`src/design/bwc_pkg.sv`:
```
// Package for the byte wheel cipher core: sizes, function codes, register
// indexes and the result and queue status types.
// No dependencies.
`timescale 1ns / 1ps

package bwc_pkg;

  localparam int unsigned MAX_DISKS    = 32;
  localparam int unsigned SYMBOLS      = 256;
  localparam int unsigned DISK_W       = $clog2(MAX_DISKS);
  localparam int unsigned SYM_W        = $clog2(SYMBOLS);
  localparam int unsigned TBL_ADDR_W   = DISK_W + SYM_W;
  localparam int unsigned PTR_W        = $clog2(MAX_DISKS + 1);
  localparam int unsigned COUNT_W      = 6;
  localparam int unsigned CFG_IDX_W    = 1;
  localparam int unsigned CFG_DATA_W   = 8;

  localparam int unsigned FIFO_DEPTH   = 4;
  localparam int unsigned FIFO_PTR_W   = $clog2(FIFO_DEPTH);
  localparam int unsigned FIFO_CNT_W   = $clog2(FIFO_DEPTH + 1);

  localparam logic [COUNT_W-1:0] RST_DISK_COUNT = COUNT_W'(26);
  localparam logic [SYM_W-1:0]   RST_SHIFT      = SYM_W'(1);

  typedef enum logic [1:0] {
    FUNC_LOAD    = 2'd0,
    FUNC_ENC     = 2'd1,
    FUNC_DEC     = 2'd2,
    FUNC_RESTART = 2'd3
  } func_t;

  typedef enum logic [CFG_IDX_W-1:0] {
    REG_DISK_COUNT = 1'd0,
    REG_SHIFT      = 1'd1
  } cfg_reg_t;

  typedef struct packed {
    logic [SYM_W-1:0]  out_byte;
    logic [DISK_W-1:0] disk_used;
  } res_t;

  typedef struct packed {
    logic                  valid;
    logic [FIFO_CNT_W-1:0] count;
  } fifo_stat_t;

endpackage

```
`src/design/bwc_out_fifo.sv`:
```
// Small result queue between the table pipeline and the output channel.
// Depends on bwc_pkg for depth and result type.
`timescale 1ns / 1ps

module bwc_out_fifo (
  input  logic               clk,
  input  logic               rst,
  input  logic               push,
  input  bwc_pkg::res_t      push_data,
  input  logic               pop,
  output bwc_pkg::res_t      head,
  output bwc_pkg::fifo_stat_t stat
);

  bwc_pkg::res_t                   slots [bwc_pkg::FIFO_DEPTH];
  logic [bwc_pkg::FIFO_PTR_W-1:0]  wr_ptr;
  logic [bwc_pkg::FIFO_PTR_W-1:0]  rd_ptr;
  logic [bwc_pkg::FIFO_CNT_W-1:0]  count;
  logic                            do_pop;

  assign do_pop     = pop && (count != '0);
  assign head       = slots[rd_ptr];
  assign stat.valid = (count != '0);
  assign stat.count = count;

  always_ff @(posedge clk) begin
    if (push) begin
      slots[wr_ptr] <= push_data;
    end
  end

  always_ff @(posedge clk) begin
    if (rst) begin
      wr_ptr <= '0;
      rd_ptr <= '0;
      count  <= '0;
    end else begin
      if (push) begin
        wr_ptr <= wr_ptr + 1'b1;
      end
      if (do_pop) begin
        rd_ptr <= rd_ptr + 1'b1;
      end
      case ({push, do_pop})
        2'b10:   count <= count + 1'b1;
        2'b01:   count <= count - 1'b1;
        default: count <= count;
      endcase
    end
  end

  a_no_overflow: assert property (@(posedge clk) disable iff (rst)
    !(push && !do_pop && (count == bwc_pkg::FIFO_CNT_W'(bwc_pkg::FIFO_DEPTH))))
    else $error("result queue overflow");

  a_count_bound: assert property (@(posedge clk) disable iff (rst)
    count <= bwc_pkg::FIFO_CNT_W'(bwc_pkg::FIFO_DEPTH))
    else $error("result queue count out of range");

endmodule

```
`config.mk`:
```
export PLATFORM = sky130hd
export DESIGN_NAME = bwc_out_fifo
export DESIGN_NICKNAME = d
export VERILOG_FILES = /design/src/design/bwc_pkg.sv /design/src/design/bwc_out_fifo.sv
export SDC_FILE = /design/constraint.sdc
export NUM_CORES = 1
export LEC_CHECK = 0
export ABC_AREA = 1
export ABC_CLOCK_PERIOD_IN_PS = 1700
export BUFFER_PORTS_ARGS = -buffer_cell sky130_fd_sc_hd__buf_2
export CAP_MARGIN = 20
export CORE_ASPECT_RATIO = 1.25
export CORE_UTILIZATION = 56
export DETAILED_ROUTE_END_ITERATION = 16
export PLACE_DENSITY = 0.75
export SLEW_MARGIN = 15
export SYNTH_ARGS = -nofsm -noshare
export SYNTH_HDL_FRONTEND = slang
export SYNTH_SLANG_ARGS = --single-unit
```
`constraint.sdc`:
```
create_clock -name clk -period 1.7 [get_ports clk]
set_input_delay 0.17 -clock clk [delete_from_list [all_inputs] [get_ports clk]]
set_output_delay 0.17 -clock clk [all_outputs]
set_load 0.02 [all_outputs]
```
==> results.sh <==
export IMPL_core_um2=4130
export IMPL_startpoint="count[1]"
export IMPL_clkTransAtPathRegs_ns=0.06
export IMPL_grt_pass1_vias=1413
export IMPL_relSlewSlack=0.822
export IMPL_vias=1551
export IMPL_post_dp_hpwl_mm=2.56
export IMPL_cp_arrival_ns=1.84
export IMPL_htree_levels=3
export IMPL_fin_tns_setup_ns=0
export IMPL_syn_area_per_cell_um2=12.8
export IMPL_cts_tree="done"
export IMPL_p_per_area_nw_per_um2=1340
export IMPL_rr_worst_depth=13
export IMPL_die_area_um2=4640
export IMPL_critical_path_cell_chain="nor2_2 > nand2_4 > nand2_2 > inv_2 > ha_2 > inv_1 > fa_2 > inv_1 > nand2_1 > nand3_2 > nand2_1 > nand2_1 > nor2_1"
export IMPL_fin_skew_ns=0.00719
export IMPL_hold_depth=2
export IMPL_synth_ff_latch_count=61
export IMPL_first_pass_iters=4
export IMPL_cts_root_buf="clkbuf_8"
export IMPL_antenna_found_initial=0
export IMPL_tightest_slew_ns=0.267
export IMPL_area_delta_synth_final_pct=18.4
export IMPL_fin_ws_ns=0.0814
export IMPL_die_width_um=61.1
export IMPL_hp_class="input pin to flip-flop"
export IMPL_ir_drop_mv=0.995
export IMPL_synth_top_area_cell="edfxtp_1"
export IMPL_p_leak_nw=1.13
export IMPL_yosys_top_cells_area="edfxtp_1, dfxtp_1, o21ai_0"
export IMPL_clockBufferDepth=2
export IMPL_grt_setup_unrepaired="true"
export IMPL_cpMostUsedCell="nand2_1"
export IMPL_critPathMaxFanout=4
export IMPL_finalCriticalPeriod_ns=1.62
export IMPL_antennaDiodeCount=0
export IMPL_gp_congestion=0.711
export IMPL_cp_slowest_stage_delay_ns=0.36
export IMPL_outcome="finished clean"
export IMPL_wirelength_mm=4.13
export IMPL_grt_ovfl_total=0
export IMPL_grt_pass1_wl_mm=6.17
export IMPL_cts_sinks=61
export IMPL_crit_slowest_cell="dfxtp_4"
export IMPL_drt_iter0_markers=73
export IMPL_worst_ep_required_time_ns=1.92
export IMPL_start_util=0.592
export IMPL_grt_usage=0.195
export IMPL_ys_types=22
export IMPL_setup_violations_final=0
export IMPL_clock_fmax_mhz=618
export IMPL_layout_commonest_cell="edfxtp_1"
export IMPL_hold_buffers=0
export IMPL_synth_top_area_share=0.638
export IMPL_port_buffers=33
export IMPL_fillCellCount=305
export IMPL_cts_inserted_buffers=9
export IMPL_num_nets_final=259
export IMPL_startpoint_type="flip-flop"
export IMPL_path_buf_inv=3
export IMPL_end_kind="flip-flop"
export IMPL_clock_latency_ns=0.33
export IMPL_die_height_um=75.9
export IMPL_synth_nets=214
export IMPL_postRouteAntennaNets=0
export IMPL_min_from="rst"
export IMPL_syn_inst=191
export IMPL_r2r_start="count[1]"
export IMPL_vias_per_cell=5.22
export IMPL_grt_max_degree=28
export IMPL_pin_count=34
export IMPL_drc=0
export IMPL_rows=26
export IMPL_yosysWarnings=0
export IMPL_finish_utilization=0.701
export IMPL_synth_area_um2=2450
export IMPL_maxCapViolations=0
export IMPL_r2r_setup_slack_ns=0.08
export IMPL_dp_slack_ns=0.0213
export IMPL_wl_per_cell_um=13.9
export IMPL_finalMaxSlewViolations=0
export IMPL_r2r_end="count[2]"
export IMPL_drive_gt1_frac=0.303
export IMPL_yosysSeqAreaShare=0.712
export IMPL_crit_type="flip-flop to flip-flop"
export IMPL_cp_top_family="adder cells"
export IMPL_hold_violations=0
export IMPL_final_cell_mix="edfxtp_1, buf_2, nor2_1"
export IMPL_finalCritPeriodShare=0.952
synthesized netlist by cell type (all sizes together):
cell type,instances
edfxtp,52
a21oi,5
nand2,15
nor2,32
fa,1
inv,19
o22ai,13
buf,7
nand3,3
o21ai,30
ha,5
dfxtp,9
per-stage QoR:
| stage | total power [W] | cells | instance area, um2 | hold WS [ns] |
|---|---|---|---|---|
| detailed placement | 0.00271 | 280 | 2690 | 0.370 |
| floorplan | 0.00248 | 191 | 2460 | 0.248 |
| CTS | 0.00386 | 296 | 2870 | 0.0193 |
| global placement | 0.00269 | 280 | 2690 | 0.365 |
| global route | 0.00405 | 297 | 2900 | 0.0224 |
| finish | 0.00387 | 297 | 2900 | 0.0243 |
how the worst max path moves through the flow:
stage	cells after the start	slack [ns]	endpoint
after floorplan	13	0.01	count[2]
after global placement	13	0.1	count[2]
after detailed placement	13	0.02	count[2]
after CTS	13	0.01	count[2]
after global routing	13	-0.06	count[2]
final	13	0.08	count[2]
cells by family after synthesis:
kind of cell,Yosys count,synth area share
flip-flops,61,0.712
adder cells (fa/ha/maj),6,0.0338
AND/OR/NAND/NOR,50,0.0834
buffers and inverters,26,0.0644
AO/OA/AOI/OAI,48,0.106
routing by layer:
layer  GRT usage  vias to the layer above  routed length, um
li1            -                      768                  -
met1       0.216                      738               1730
met2       0.332                       36               2140
met3      0.0407                        9                178
met4       0.131                        0                 85
met5           0                        -                  0
area by class of cell:
class,count,area [um2],share of cell area
sequential,61,1750,0.604
multi-input combinational,104,567,0.196
timing repair buffer,41,250,0.0864
clock buffer,9,124,0.0428
inverter,19,78.8,0.0272
tap,56,70.1,0.0242
clock inverter,7,56.3,0.0194
power breakdown:
| group | internal, W | total (W) | switching [W] |
|---|---|---|---|
| registers | 0.00173 | 0.00179 | 0.0000537 |
| logic | 0.000319 | 0.000920 | 0.000601 |
| clock network | 0.000653 | 0.00116 | 0.000510 |
| total | 0.00271 | 0.00387 | 0.00116 |
flip-flops by register name (all words and copies together) (netlist names), named ones only:
| signal | count |
|---|---|
| rd_ptr | 2 |
| wr_ptr | 2 |
| count | 3 |
| slots | 52 |
what timing repair did:
action	in CTS	in global routing
setup buffers	0	1
gates resized for setup	0	7
endpoints found under the setup margin	0	3
No activity file was read; power rests on OpenSTA's default activity.
